[config.mk]
export PLATFORM = sky130hd
export DESIGN_NAME = bitmap_text_glyph_layout
export DESIGN_NICKNAME = d
export VERILOG_FILES = /design/src/rtl/core/btgl_pkg.sv /design/src/rtl/core/btgl_line_ram.sv /design/src/rtl/core/btgl_glyph_map.sv /design/src/rtl/core/bitmap_text_glyph_layout.sv
export SDC_FILE = /design/constraint.sdc
export NUM_CORES = 1
export LEC_CHECK = 0
export ABC_AREA = 1
export BUFFER_PORTS_ARGS = -buffer_cell sky130_fd_sc_hd__buf_4
export CAP_MARGIN = 40
export CORE_UTILIZATION = 40
export CTS_BUF_LIST = sky130_fd_sc_hd__clkbuf_8
export DETAILED_ROUTE_END_ITERATION = 10
export PLACE_DENSITY = 0.56
export SLEW_MARGIN = 5
export SYNTH_ARGS = -nofsm -noshare
export SYNTH_HDL_FRONTEND = slang
export SYNTH_SLANG_ARGS = --single-unit
[constraint.sdc]
create_clock -name clk -period 5.05 [get_ports clk]
set_clock_uncertainty 0.2 [all_clocks]
set_input_delay 0.505 -clock clk [delete_from_list [all_inputs] [get_ports clk]]
set_output_delay 0.505 -clock clk [all_outputs]
set_load 0.05 [all_outputs]
[src/rtl/core/btgl_pkg.sv]
// ----------------------------------------------------------------------------
// btgl_pkg
// Shared types and constants of the bitmap text glyph layout block.
// ----------------------------------------------------------------------------
package btgl_pkg;

  localparam int LINE_CHARS = 32;
  localparam int LEN_W      = $clog2(LINE_CHARS + 1);
  localparam int IDX_W      = (LINE_CHARS > 1) ? $clog2(LINE_CHARS) : 1;

  localparam int CODE_W = 8;
  localparam int CELL_W = 7;
  localparam int POS_W  = 16;
  localparam int SRC_W  = 10;
  localparam int CFG_W  = 16;
  localparam int CIDX_W = 3;
  localparam int OUT_TDATA_W = 56;

  localparam logic [CODE_W-1:0] NEWLINE_CODE = 8'd10;
  localparam logic [CODE_W-1:0] SPACE_CODE   = 8'd32;
  localparam logic [CODE_W-1:0] HIGH_FOLD    = 8'd127;
  localparam logic [CODE_W-1:0] HIGH_DROP    = 8'd32;
  localparam logic [POS_W-1:0]  LINE_GAP     = 16'd2;

  // configuration register indexes
  localparam logic [CIDX_W-1:0] REG_FIRST_CODE  = 3'd0;
  localparam logic [CIDX_W-1:0] REG_LAST_CODE   = 3'd1;
  localparam logic [CIDX_W-1:0] REG_CELL_WIDTH  = 3'd2;
  localparam logic [CIDX_W-1:0] REG_CELL_HEIGHT = 3'd3;
  localparam logic [CIDX_W-1:0] REG_ALIGN_MODE  = 3'd4;
  localparam logic [CIDX_W-1:0] REG_ORIGIN_X    = 3'd5;
  localparam logic [CIDX_W-1:0] REG_ORIGIN_Y    = 3'd6;

  localparam logic [1:0] ALIGN_LEFT   = 2'd0;
  localparam logic [1:0] ALIGN_CENTER = 2'd1;
  localparam logic [1:0] ALIGN_RIGHT  = 2'd2;

  typedef struct packed {
    logic [CODE_W-1:0] first_code;
    logic [CODE_W-1:0] last_code;
    logic [CELL_W-1:0] cell_width;
    logic [CELL_W-1:0] cell_height;
    logic [1:0]        align_mode;
    logic [POS_W-1:0]  origin_x;
    logic [POS_W-1:0]  origin_y;
  } cfg_t;

  typedef struct packed {
    logic             printable;
    logic [SRC_W-1:0] glyph_x;
    logic [SRC_W-1:0] glyph_y;
  } glyph_t;

  typedef enum logic [2:0] {
    S_IDLE,
    S_SETUP,
    S_READ,
    S_EVAL,
    S_DRAIN
  } state_t;

endpackage

[src/rtl/core/btgl_line_ram.sv]
// ----------------------------------------------------------------------------
// btgl_line_ram
// Line buffer: one write port, one read port with registered read data.
// ----------------------------------------------------------------------------
module btgl_line_ram (
  input  logic                                clk,
  input  logic                                we,
  input  logic [btgl_pkg::IDX_W-1:0]          waddr,
  input  logic [btgl_pkg::CODE_W-1:0]         wdata,
  input  logic                                re,
  input  logic [btgl_pkg::IDX_W-1:0]          raddr,
  output logic [btgl_pkg::CODE_W-1:0]         rdata
);
  import btgl_pkg::*;

  logic [CODE_W-1:0] mem [LINE_CHARS];
  logic [CODE_W-1:0] rdata_r;

  always_ff @(posedge clk) begin
    if (we) begin
      mem[waddr] <= wdata;
    end
  end

  // hold read data until the next read
  always_ff @(posedge clk) begin
    if (re) begin
      rdata_r <= mem[raddr];
    end
  end

  assign rdata = rdata_r;

endmodule

[src/rtl/core/btgl_glyph_map.sv]
// ----------------------------------------------------------------------------
// btgl_glyph_map
// Maps a stored character code to its printable flag and font sheet position.
// ----------------------------------------------------------------------------
module btgl_glyph_map (
  input  logic [btgl_pkg::CODE_W-1:0] code,
  input  btgl_pkg::cfg_t              cfg,
  output btgl_pkg::glyph_t            glyph
);
  import btgl_pkg::*;

  logic [CODE_W-1:0]       folded;
  logic [CODE_W-1:0]       idx;
  logic [CELL_W+3:0]       gx_full;
  logic [CELL_W+3:0]       gy_full;

  always_comb begin
    folded = (code > HIGH_FOLD) ? code - HIGH_DROP : code;
    idx    = folded - cfg.first_code;
    // sheet has 16 columns: low nibble is the column, high nibble the row
    gx_full = (CELL_W+4)'(idx[3:0]) * (CELL_W+4)'(cfg.cell_width);
    gy_full = (CELL_W+4)'(idx[7:4]) * (CELL_W+4)'(cfg.cell_height);
    glyph.printable = (folded != SPACE_CODE) && (folded >= cfg.first_code) &&
                      (folded <= cfg.last_code);
    glyph.glyph_x = gx_full[SRC_W-1:0];
    glyph.glyph_y = gy_full[SRC_W-1:0];
  end

endmodule

[src/rtl/core/bitmap_text_glyph_layout.sv]
// ----------------------------------------------------------------------------
// bitmap_text_glyph_layout
// Buffers text one line at a time and emits glyph blit requests on flush.
// ----------------------------------------------------------------------------
//  channel | direction | payload
//  in_     | request   | tdata[7:0] char_code, tlast text_end
//  out_    | result    | tdata glyph_x, glyph_y, dest_x, dest_y; tlast run_last
//  cfg_    | write     | cfg_index selects register, cfg_data value
//
//  A character that causes no flush leaves the block ready for the next one.
//  A flush takes the accept step, a setup step, then per stored character a
//  line buffer read and an evaluate step, and a drain step; an empty line
//  skips the walk and the drain.
//  A full output register stalls the walk at the evaluate and drain steps.
//  Synchronous reset clears control state; the line buffer needs no clearing.
// ----------------------------------------------------------------------------
module bitmap_text_glyph_layout (
  input  logic                                   clk,
  input  logic                                   rst_n,
  input  logic                                   in_tvalid,
  output logic                                   in_tready,
  input  logic [7:0]                             in_tdata,   // [7:0] char_code
  input  logic                                   in_tlast,
  output logic                                   out_tvalid,
  input  logic                                   out_tready,
  // [9:0] glyph_x, [19:10] glyph_y, [35:20] dest_x, [51:36] dest_y, zero pad
  output logic [btgl_pkg::OUT_TDATA_W-1:0]       out_tdata,
  output logic                                   out_tlast,
  input  logic                                   cfg_we,
  input  logic [btgl_pkg::CIDX_W-1:0]            cfg_index,
  input  logic [btgl_pkg::CFG_W-1:0]             cfg_data
);
  import btgl_pkg::*;

  state_t state_r, state_nxt;
  cfg_t   cfg_r;

  logic [LEN_W-1:0]  line_len_r;
  logic [LEN_W-1:0]  flen_r;
  logic [LEN_W-1:0]  pos_r;
  logic [POS_W-1:0]  offset_r;
  logic [POS_W-1:0]  dy_r;
  logic [POS_W-1:0]  x_r;

  logic              pend_v_r;
  logic [SRC_W-1:0]  pend_gx_r;
  logic [SRC_W-1:0]  pend_gy_r;
  logic [POS_W-1:0]  pend_dx_r;

  logic              out_valid_r;
  logic              out_last_r;
  logic [SRC_W-1:0]  out_gx_r;
  logic [SRC_W-1:0]  out_gy_r;
  logic [POS_W-1:0]  out_dx_r;
  logic [POS_W-1:0]  out_dy_r;

  logic              in_acc;
  logic              is_nl;
  logic              do_store;
  logic              flush_req;
  logic [LEN_W-1:0]  flen;
  logic              slot_free;
  logic              last_pos;
  logic [LEN_W+CELL_W-1:0] width;
  logic [POS_W-1:0]  sub;

  logic              ram_re;
  logic [CODE_W-1:0] ram_rdata;
  glyph_t            glyph;

  logic              in_ready;
  logic              advance;
  logic              load_pend;
  logic              push;
  logic              push_last;

  btgl_line_ram u_ram (
    .clk   (clk),
    .we    (in_acc && do_store),
    .waddr (line_len_r[IDX_W-1:0]),
    .wdata (in_tdata),
    .re    (ram_re),
    .raddr (pos_r[IDX_W-1:0]),
    .rdata (ram_rdata)
  );

  btgl_glyph_map u_map (
    .code  (ram_rdata),
    .cfg   (cfg_r),
    .glyph (glyph)
  );

  always_comb begin
    in_acc    = in_tvalid && in_ready;
    is_nl     = (in_tdata == NEWLINE_CODE);
    do_store  = !is_nl && (line_len_r < LEN_W'(LINE_CHARS));
    flen      = do_store ? line_len_r + LEN_W'(1) : line_len_r;
    flush_req = is_nl || in_tlast;
    slot_free = !out_valid_r || out_tready;
    last_pos  = ((pos_r + LEN_W'(1)) == flen_r);
    width     = (LEN_W+CELL_W)'(flen_r) * (LEN_W+CELL_W)'(cfg_r.cell_width);
    case (cfg_r.align_mode)
      ALIGN_CENTER: sub = POS_W'(width >> 1);
      ALIGN_RIGHT:  sub = POS_W'(width);
      default:      sub = '0;
    endcase
  end

  always_ff @(posedge clk) begin
    if (!rst_n) begin
      state_r <= S_IDLE;
    end else begin
      state_r <= state_nxt;
    end
  end

  always_comb begin
    state_nxt = state_r;
    in_ready  = 1'b0;
    ram_re    = 1'b0;
    advance   = 1'b0;
    load_pend = 1'b0;
    push      = 1'b0;
    push_last = 1'b0;
    case (state_r)
      S_IDLE: begin
        in_ready = 1'b1;
        if (in_tvalid && flush_req) begin
          state_nxt = S_SETUP;
        end
      end
      S_SETUP: begin
        state_nxt = (flen_r == '0) ? S_IDLE : S_READ;
      end
      S_READ: begin
        ram_re    = 1'b1;
        state_nxt = S_EVAL;
      end
      S_EVAL: begin
        // a new glyph displaces the pending one, which needs a free slot
        if (!(glyph.printable && pend_v_r && !slot_free)) begin
          advance   = 1'b1;
          load_pend = glyph.printable;
          push      = glyph.printable && pend_v_r;
          state_nxt = last_pos ? S_DRAIN : S_READ;
        end
      end
      S_DRAIN: begin
        if (!pend_v_r) begin
          state_nxt = S_IDLE;
        end else if (slot_free) begin
          push      = 1'b1;
          push_last = 1'b1;
          state_nxt = S_IDLE;
        end
      end
      default: state_nxt = S_IDLE;
    endcase
  end

  // configuration registers
  always_ff @(posedge clk) begin
    if (!rst_n) begin
      cfg_r.first_code  <= 8'd32;
      cfg_r.last_code   <= 8'd127;
      cfg_r.cell_width  <= 7'd8;
      cfg_r.cell_height <= 7'd16;
      cfg_r.align_mode  <= ALIGN_LEFT;
      cfg_r.origin_x    <= '0;
      cfg_r.origin_y    <= '0;
    end else if (cfg_we) begin
      case (cfg_index)
        REG_FIRST_CODE:  cfg_r.first_code  <= cfg_data[CODE_W-1:0];
        REG_LAST_CODE:   cfg_r.last_code   <= cfg_data[CODE_W-1:0];
        REG_CELL_WIDTH:  cfg_r.cell_width  <= cfg_data[CELL_W-1:0];
        REG_CELL_HEIGHT: cfg_r.cell_height <= cfg_data[CELL_W-1:0];
        REG_ALIGN_MODE:  cfg_r.align_mode  <= cfg_data[1:0];
        REG_ORIGIN_X:    cfg_r.origin_x    <= cfg_data;
        REG_ORIGIN_Y:    cfg_r.origin_y    <= cfg_data;
        default: ;
      endcase
    end
  end

  // line state and walk control
  always_ff @(posedge clk) begin
    if (!rst_n) begin
      line_len_r <= '0;
      offset_r   <= '0;
      pend_v_r   <= 1'b0;
    end else begin
      if (in_acc) begin
        line_len_r <= flush_req ? '0 : flen;
        if (in_tlast) begin
          offset_r <= '0;
        end else if (is_nl) begin
          offset_r <= offset_r + POS_W'(cfg_r.cell_height) + LINE_GAP;
        end
      end
      if (load_pend) begin
        pend_v_r <= 1'b1;
      end else if (push_last) begin
        pend_v_r <= 1'b0;
      end
    end
  end

  // walk payload
  always_ff @(posedge clk) begin
    if (in_acc) begin
      flen_r <= flen;
      dy_r   <= cfg_r.origin_y + offset_r;
    end
    if (state_r == S_SETUP) begin
      x_r   <= cfg_r.origin_x - sub;
      pos_r <= '0;
    end else if (advance) begin
      x_r   <= x_r + POS_W'(cfg_r.cell_width);
      pos_r <= pos_r + LEN_W'(1);
    end
    if (load_pend) begin
      pend_gx_r <= glyph.glyph_x;
      pend_gy_r <= glyph.glyph_y;
      pend_dx_r <= x_r;
    end
  end

  // output register
  always_ff @(posedge clk) begin
    if (!rst_n) begin
      out_valid_r <= 1'b0;
    end else if (push) begin
      out_valid_r <= 1'b1;
    end else if (out_tready) begin
      out_valid_r <= 1'b0;
    end
  end

  always_ff @(posedge clk) begin
    if (push) begin
      out_gx_r   <= pend_gx_r;
      out_gy_r   <= pend_gy_r;
      out_dx_r   <= pend_dx_r;
      out_dy_r   <= dy_r;
      out_last_r <= push_last;
    end
  end

  assign in_tready  = in_ready;
  assign out_tvalid = out_valid_r;
  assign out_tlast  = out_last_r;
  assign out_tdata  = {(OUT_TDATA_W - 2*SRC_W - 2*POS_W)'(0),
                       out_dy_r, out_dx_r, out_gy_r, out_gx_r};

endmodule

==> out/metrics.yaml, run 1 <==
status: "completed"
drc: 0
coreArea_um2: 59500
die_area_um2: 61700
start_util_pct: 40.8
period_needed_ps: 4920
synth_edf_count: 391
grt_overflow: 0
io_pins: 92
synth.avg_cell_area_um2: 10.1
hp-start: "in_tvalid"
finalHoldViolations: 0
worstPathMaxFanout: 5
die_h_um: 248
setup_viol: 0
maxCapViolCount: 0
yosysSeqAreaShare_pct: 56.3
drive_above_1_share_pct: 13.9
portBuffers: 87
power_w: 0.00886
synth_top_flop_cell: "edfxtp_1"
cp.arrival_ps: 5140
yosys-top-cells-area: "edfxtp_1, dfxtp_1, ha_1, nor2_1, o21ai_0"
max_freq_mhz: 203
antenna_found_initial: 1
first_global_vias: 17100
rsz0062_at_grt: "yes"
crit_required_ps: 5270
route.vias.total: 17600
power.density_nw_per_um2: 315
wl_per_cell_um: 17.8
ys_ff_latch: 488
clk_latency_ps: 670
timing.hold.ws_ps: 56.6
grt_pass1_wl_um: 94800
crit_family: "adder cells"
slowest_delay_ps: 530
cts_sinks: 488
syn_area_um2: 24300
cts_made_buffers: 85
htree_levels: 3
worst_pin_slew_ps: 940
syn_to_final_growth_pct: 15.9
gp_congestion: 0.900
crit_path_start_kind: "register"
cts_buffer_depth: 3
min_delay_path_depth: 4
synth.distinct_cells: 51
slew_viol_final: 0
rrSetupSlack_ps: 130
r2r-end: "x_r[14]$_DFFE_PP_"
drt_pass1_iterations: 5
globalRouteTotalUtil_pct: 19.5
postRouteAntennaNets: 0
rows: 89
whs_endpoint: "line_len_r[1]$_SDFFE_PN0P_"
ys_warn_count: 0
nFillCells: 5569
max_slew_margin_pct: 37.1
synth_top_area_share_pct: 48.3
routed_wirelength_um: 60600
end_kind: "register"
p_leak_nw: 11.5
root_buffer: "clkbuf_8"
via_per_inst: 5.17
synth_cells: 2403
cp_num_buf_inv: 4
worstHoldPathType: "primary input to register"
clk_pin_slew_ps: 60
tns_ps: 0
cp_cell_sequence: "buf_6, nand2_1, fa_1, inv_1, fa_1, inv_1, fa_1, inv_1, ha_4, nand2_4, nor3_4, nand3_2, nand4_1, nand3_1, nand2_1, nand2_2, ha_4, a21oi_2, a21boi_2, nand3_2, nand2_2, nand4_1, nand3_1, o21ai_1"
cp_slowest_cell: "fa_1"
peakVddDrop_mv: 0.276
grt_max_degree: 83
critical_path_class: "register to register"
chipWidth_um: 248
r2r_cells: 24
r2r-start: "flen_r[5]$_DFFE_PP_"
yosysMostFrequentCell: "edfxtp_1"
cts_tree: "built"
hpwl_um: 40600
synthArstFlopShare_pct: 0
layout.nets: 2770
min_period_over_period_pct: 97.5
synth_top_area_cell: "edfxtp_1"
drtIter0Drc: 1264
synth.top_cells.by_count: "edfxtp_1, nor2_1, nand2_1, inv_1, o21ai_0"
-- how the worst max path moves through the flow --
| stage | start | to | slack (ps) | depth (start not counted) |
|---|---|---|---|---|
| 2_1_floorplan | flen_r[2]$_DFFE_PP_ | x_r[10]$_DFFE_PP_ | 5 | 23 |
| 6_report | flen_r[5]$_DFFE_PP_ | x_r[14]$_DFFE_PP_ | 130 | 24 |
| 4_1_cts | flen_r[5]$_DFFE_PP_ | x_r[14]$_DFFE_PP_ | 7 | 25 |
| 3_5_place_dp | flen_r[4]$_DFFE_PP_ | x_r[14]$_DFFE_PP_ | -160 | 21 |
| 3_3_place_gp | flen_r[2]$_DFFE_PP_ | x_r[10]$_DFFE_PP_ | -60 | 22 |
| 5_1_grt | flen_r[5]$_DFFE_PP_ | x_r[14]$_DFFE_PP_ | -80 | 26 |
-- worst min-delay path, delay by kind of cell --
family / cells / cell delay (ps)
simple gates: 2 / 180
buf+inv: 1 / 130
compound gates: 1 / 60
-- what timing repair did --
item / in CTS / in global routing
hold endpoints to repair: 40 / 0
setup buffers: 2 / 6
hold buffers: 17 / 0
endpoints found under the setup margin: 7 / 10
gates resized for setup: 13 / 72
pin swaps: 1 / 45
-- sequential cells by signal, summed over array words and instances (netlist names), 3 cells and up --
name,flops
flen_r,6
out_gy_r,10
pend_dx_r,16
u_ram.rdata,8
x_r,16
cfg_r,64
out_gx_r,10
offset_r,16
u_ram.mem,256
dy_r,16
pos_r,6
pend_gy_r,10
out_dx_r,16
state_r,3
pend_gx_r,10
out_dy_r,16
line_len_r,6
-- power by group --
| group | switching, W | internal, W |
|---|---|---|
| logic | 0.000660 | 0.000345 |
| clock network | 0.00163 | 0.00175 |
| registers | 0.0000496 | 0.00442 |
| total | 0.00234 | 0.00652 |
-- cells in the final DEF (no fill, tap or decap), types with 11 or more instances in the layout --
cell type / n
xor2_1: 42
inv_1: 283
o22ai_1: 27
clkbuf_8: 90
nand2_1: 300
clkinv_1: 20
o221ai_1: 46
xnor2_1: 18
fa_1: 45
nand2_2: 18
o21ai_0: 241
ha_1: 108
ha_4: 13
a21oi_1: 109
nand4_1: 13
edfxtp_1: 391
dlygate4sd3_1: 17
buf_4: 150
nor2_1: 353
dfxtp_1: 94
inv_2: 11
clkinv_2: 18
nand3_1: 91
-- metrics by stage --
step           std cells  cell area [um2]  worst slack [ps]  utilization (%)
2_1_floorplan       2406            24300              5.27                -
3_3_place_gp        3223            25900             -57.2             43.6
3_5_place_dp        3229            26000              -159             43.6
4_1_cts             3399            27800              7.31             46.7
5_1_grt             3408            28100             -83.4             47.3
6_report            3408            28100               126             47.3
-- layer usage --
layer	track usage, %	share of wire [%]	routed length [um]
met3	3.73	6.1	3680
met4	6.55	2.6	1600
met1	25.3	44	26500
met2	32.5	48	28900
met5	0	0	0
-- final cells by class --
type	instances	area (um2)	area share, %
inverters	278	1050	3.73
repair buffers	171	1350	4.80
clock buffers	90	1240	4.40
well taps	773	967	3.44
diodes	1	2.50	0.00889
multi-input cells	1546	9510	33.8
clock inverters	61	327	1.16
flip-flops and latches	488	13700	48.7
-- logic make-up after synthesis --
kind of cell,share of synthesized area (%)
buffers and inverters,6.04
multiplexers,0.0412
other,0.0154
flip-flops,56.3
AO/OA/AOI/OAI,11.5
adder cells (fa/ha/maj),10.0
XOR/XNOR,2.16
AND/OR/NAND/NOR,13.8
No activity file was read; power rests on OpenSTA's default activity.
==> inputs of run 2 (changes only) <==
--- a/config.mk
+++ b/config.mk
@@ -6,12 +6,13 @@
 export NUM_CORES = 1
 export LEC_CHECK = 0
 export ABC_AREA = 1
-export BUFFER_PORTS_ARGS = -buffer_cell sky130_fd_sc_hd__buf_4
 export CAP_MARGIN = 40
+export CORE_MARGIN = 2
 export CORE_UTILIZATION = 40
 export CTS_BUF_LIST = sky130_fd_sc_hd__clkbuf_8
 export DETAILED_ROUTE_END_ITERATION = 10
-export PLACE_DENSITY = 0.56
+export DONT_BUFFER_PORTS = 1
+export PLACE_DENSITY = 0.54
 export SLEW_MARGIN = 5
 export SYNTH_ARGS = -nofsm -noshare
 export SYNTH_HDL_FRONTEND = slang
==> out/metrics.yaml, run 2 (synthesis gave the netlist of run 1 again) <==
status: "completed"
final_common_cell: "edfxtp_1"
worstPathMaxFanout: 7  # +2
grtUsageMet2_pct: 35.2  # +2.7 points
postRouteAntennaNets: 0  # unchanged
utilization_pct: 46.7  # -0.63 points
root_buffer: "clkbuf_8"
min_period_over_period_pct: 96.9  # -0.58 points
drc: 0  # unchanged
syn_to_final_growth_pct: 15.8  # about the same
gp_congestion: 0.916  # +1.8%
via_per_inst: 5.22  # +0.94%
largest_register_ffs: 256  # unchanged
largest-register: "u_ram.mem"
placed_cells: 3147  # -2.5%
cts_sinks: 488  # unchanged
io_pins: 92  # unchanged
cts_made_buffers: 85  # unchanged
chipWidth_um: 250  # +0.81%
finalHoldViolations: 0  # unchanged
rsz0062_at_grt: "yes"
top_regs: "u_ram.mem x256, cfg_r x64"
max_freq_mhz: 204  # +0.60%
slew_viol_final: 0  # unchanged
drive_above_1_share_pct: 11.3  # -2.7 points
clk_latency_ps: 670  # about the same
setup_viol: 0  # unchanged
antenna_found_initial: 2  # +1
final_cell_area_um2: 28100  # about the same
clk_pin_slew_ps: 60  # about the same
p_leak_nw: 11.3  # -1.6%
first_global_vias: 17200  # +0.71%
portBuffers: 0  # -100%
grt_pass1_wl_um: 98400  # +3.8%
grt_max_degree: 138  # +66%
die_area_um2: 62700  # +1.6%
final_cell_mix: "edfxtp_1, nor2_1, nand2_1, inv_1, o21ai_0"
globalRouteTotalUtil_pct: 20.3  # +0.83 points
power_w: 0.00906  # +2.2%
max_slew_margin_pct: 41.5  # +4.4 points
use_met3_pct: 3.55  # -0.17 points
power.density_nw_per_um2: 322  # +2.2%
layout.nets: 2717  # -1.9%
route.vias.total: 17500  # -0.33%
use_met1_pct: 26.0  # +0.72 points
cts_buffer_depth: 3  # unchanged
cts_tree: "built"
crit_path_start_kind: "register"
rows: 90  # +1.1%
cp.arrival_ps: 5120  # -20 ps
drt_pass1_iterations: 5  # unchanged
critical_path_class: "register to register"
start_util_pct: 40.3  # -0.53 points
crit_required_ps: 5270  # about the same
period_needed_ps: 4900  # -29.2 ps
die_h_um: 250  # +0.81%
peakVddDrop_mv: 0.210  # -24%
routed_wirelength_um: 64000  # +5.5%
wl_per_cell_um: 19.0  # +6.9%
instances_no_fill: 3365  # -1.3%
busiest_layer: "met2"
hpwl_um: 41400  # +2.0%
htree_levels: 3  # unchanged
end_kind: "register"
grt_overflow: 0  # unchanged
drtIter0Drc: 1250  # -1.1%
worst_pin_slew_ps: 874  # -66.4 ps
worstHoldPathType: "primary input to register"
maxCapViolCount: 0  # unchanged
coreArea_um2: 60200  # +1.3%
placedInstanceArea_um2: 25300  # -2.4%
==> run 2: changes by cell type in the layout (fill, tap and decap cells not counted), sizes merged <==
cell / before / now
buf: 154 / 73
dlygate4sd3: 17 / 45
inv: 294 / 300
bufinv: 2 / 6
clkinv: 40 / 31
clkbuf: 90 / 86
clkinvlp: 3 / 6
diode: 1 / 2
==> run 2: cell type report <==
cell class | count | area, um2
Tap cell | 782 | 978
Multi-Input combinational cell | 1546 | 9570
Sequential cell | 488 | 13700
Clock buffer | 86 | 1180
Clock inverter | 65 | 444
Timing Repair Buffer | 118 | 1210
Fill cell | 5501 | 32100
Inverter | 278 | 1050
Antenna cell | 2 | 5.00
==> run 2: routing by layer <==
layer,routed length (um),vias up
met5,0,-
met3,3490,125
met4,1640,0
met2,31200,510
met1,27700,8430
li1,-,8484
==> run 2: critical path, cell delays in order (launching register included) <==
cell and delay, ps:
edfxtp_1 390, buf_4 150, buf_4 160, nand2_1 70, inv_1 40, fa_1 450, ha_1 300, inv_1 50
fa_1 540, inv_2 50, ha_1 310, nand3_1 110, nand2_2 90, a21oi_4 180, xor2_1 150, inv_1 70
o22ai_2 100, nand2_2 90, ha_4 310, nand2_1 100, nor2_1 180, nand4_1 150, nand3_2 120, nand2_2 70
nand3_1 60, nand2_1 50, nand3_1 70, o21ai_1 70
==> run 2: power breakdown <==
| group | switching (W) | total [W] | leakage (nW) | internal, W |
|---|---|---|---|---|
| clock | 0.00165 | 0.00354 | 0.917 | 0.00189 |
| sequential | 0.0000424 | 0.00446 | 4.34 | 0.00442 |
| combinational | 0.000686 | 0.00105 | 6.09 | 0.000367 |
| total | 0.00237 | 0.00906 | 11.3 | 0.00668 |
==> run 2: worst paths after layout <==
check / from / end / slack [ps] / cells after the start
worst max register to register: flen_r[0]$_DFFE_PP_ / x_r[14]$_DFFE_PP_ / 150 / 27
worst max-delay path: flen_r[0]$_DFFE_PP_ / x_r[14]$_DFFE_PP_ / 150 / 27
worst min-delay path: in_tlast / offset_r[0]$_SDFFE_PN0P_ / 70 / 3
worst min register to register: dy_r[1]$_DFFE_PP_ / out_dy_r[1]$_DFFE_PP_ / 220 / 0
==> run 2: what timing repair did <==
action | CTS | global route
pin swaps | 0 | 51
setup buffers | 0 | 11
hold buffers | 54 | 0
endpoints found under the hold margin | 343 | 0
resized for setup | 4 | 95
setup endpoints to repair | 5 | 12
==> run 2: stage by stage <==
step | hold slack [ps] | setup WS (ps) | TNS (ps)
2_1_floorplan | 200 | 5.27 | 0
3_3_place_gp | 202 | -76.9 | -222
3_5_place_dp | 205 | -98.7 | -372
4_1_cts | 37.7 | -25.1 | -25.1
5_1_grt | 82.9 | -115 | -493
6_report | 72.1 | 155 | 0
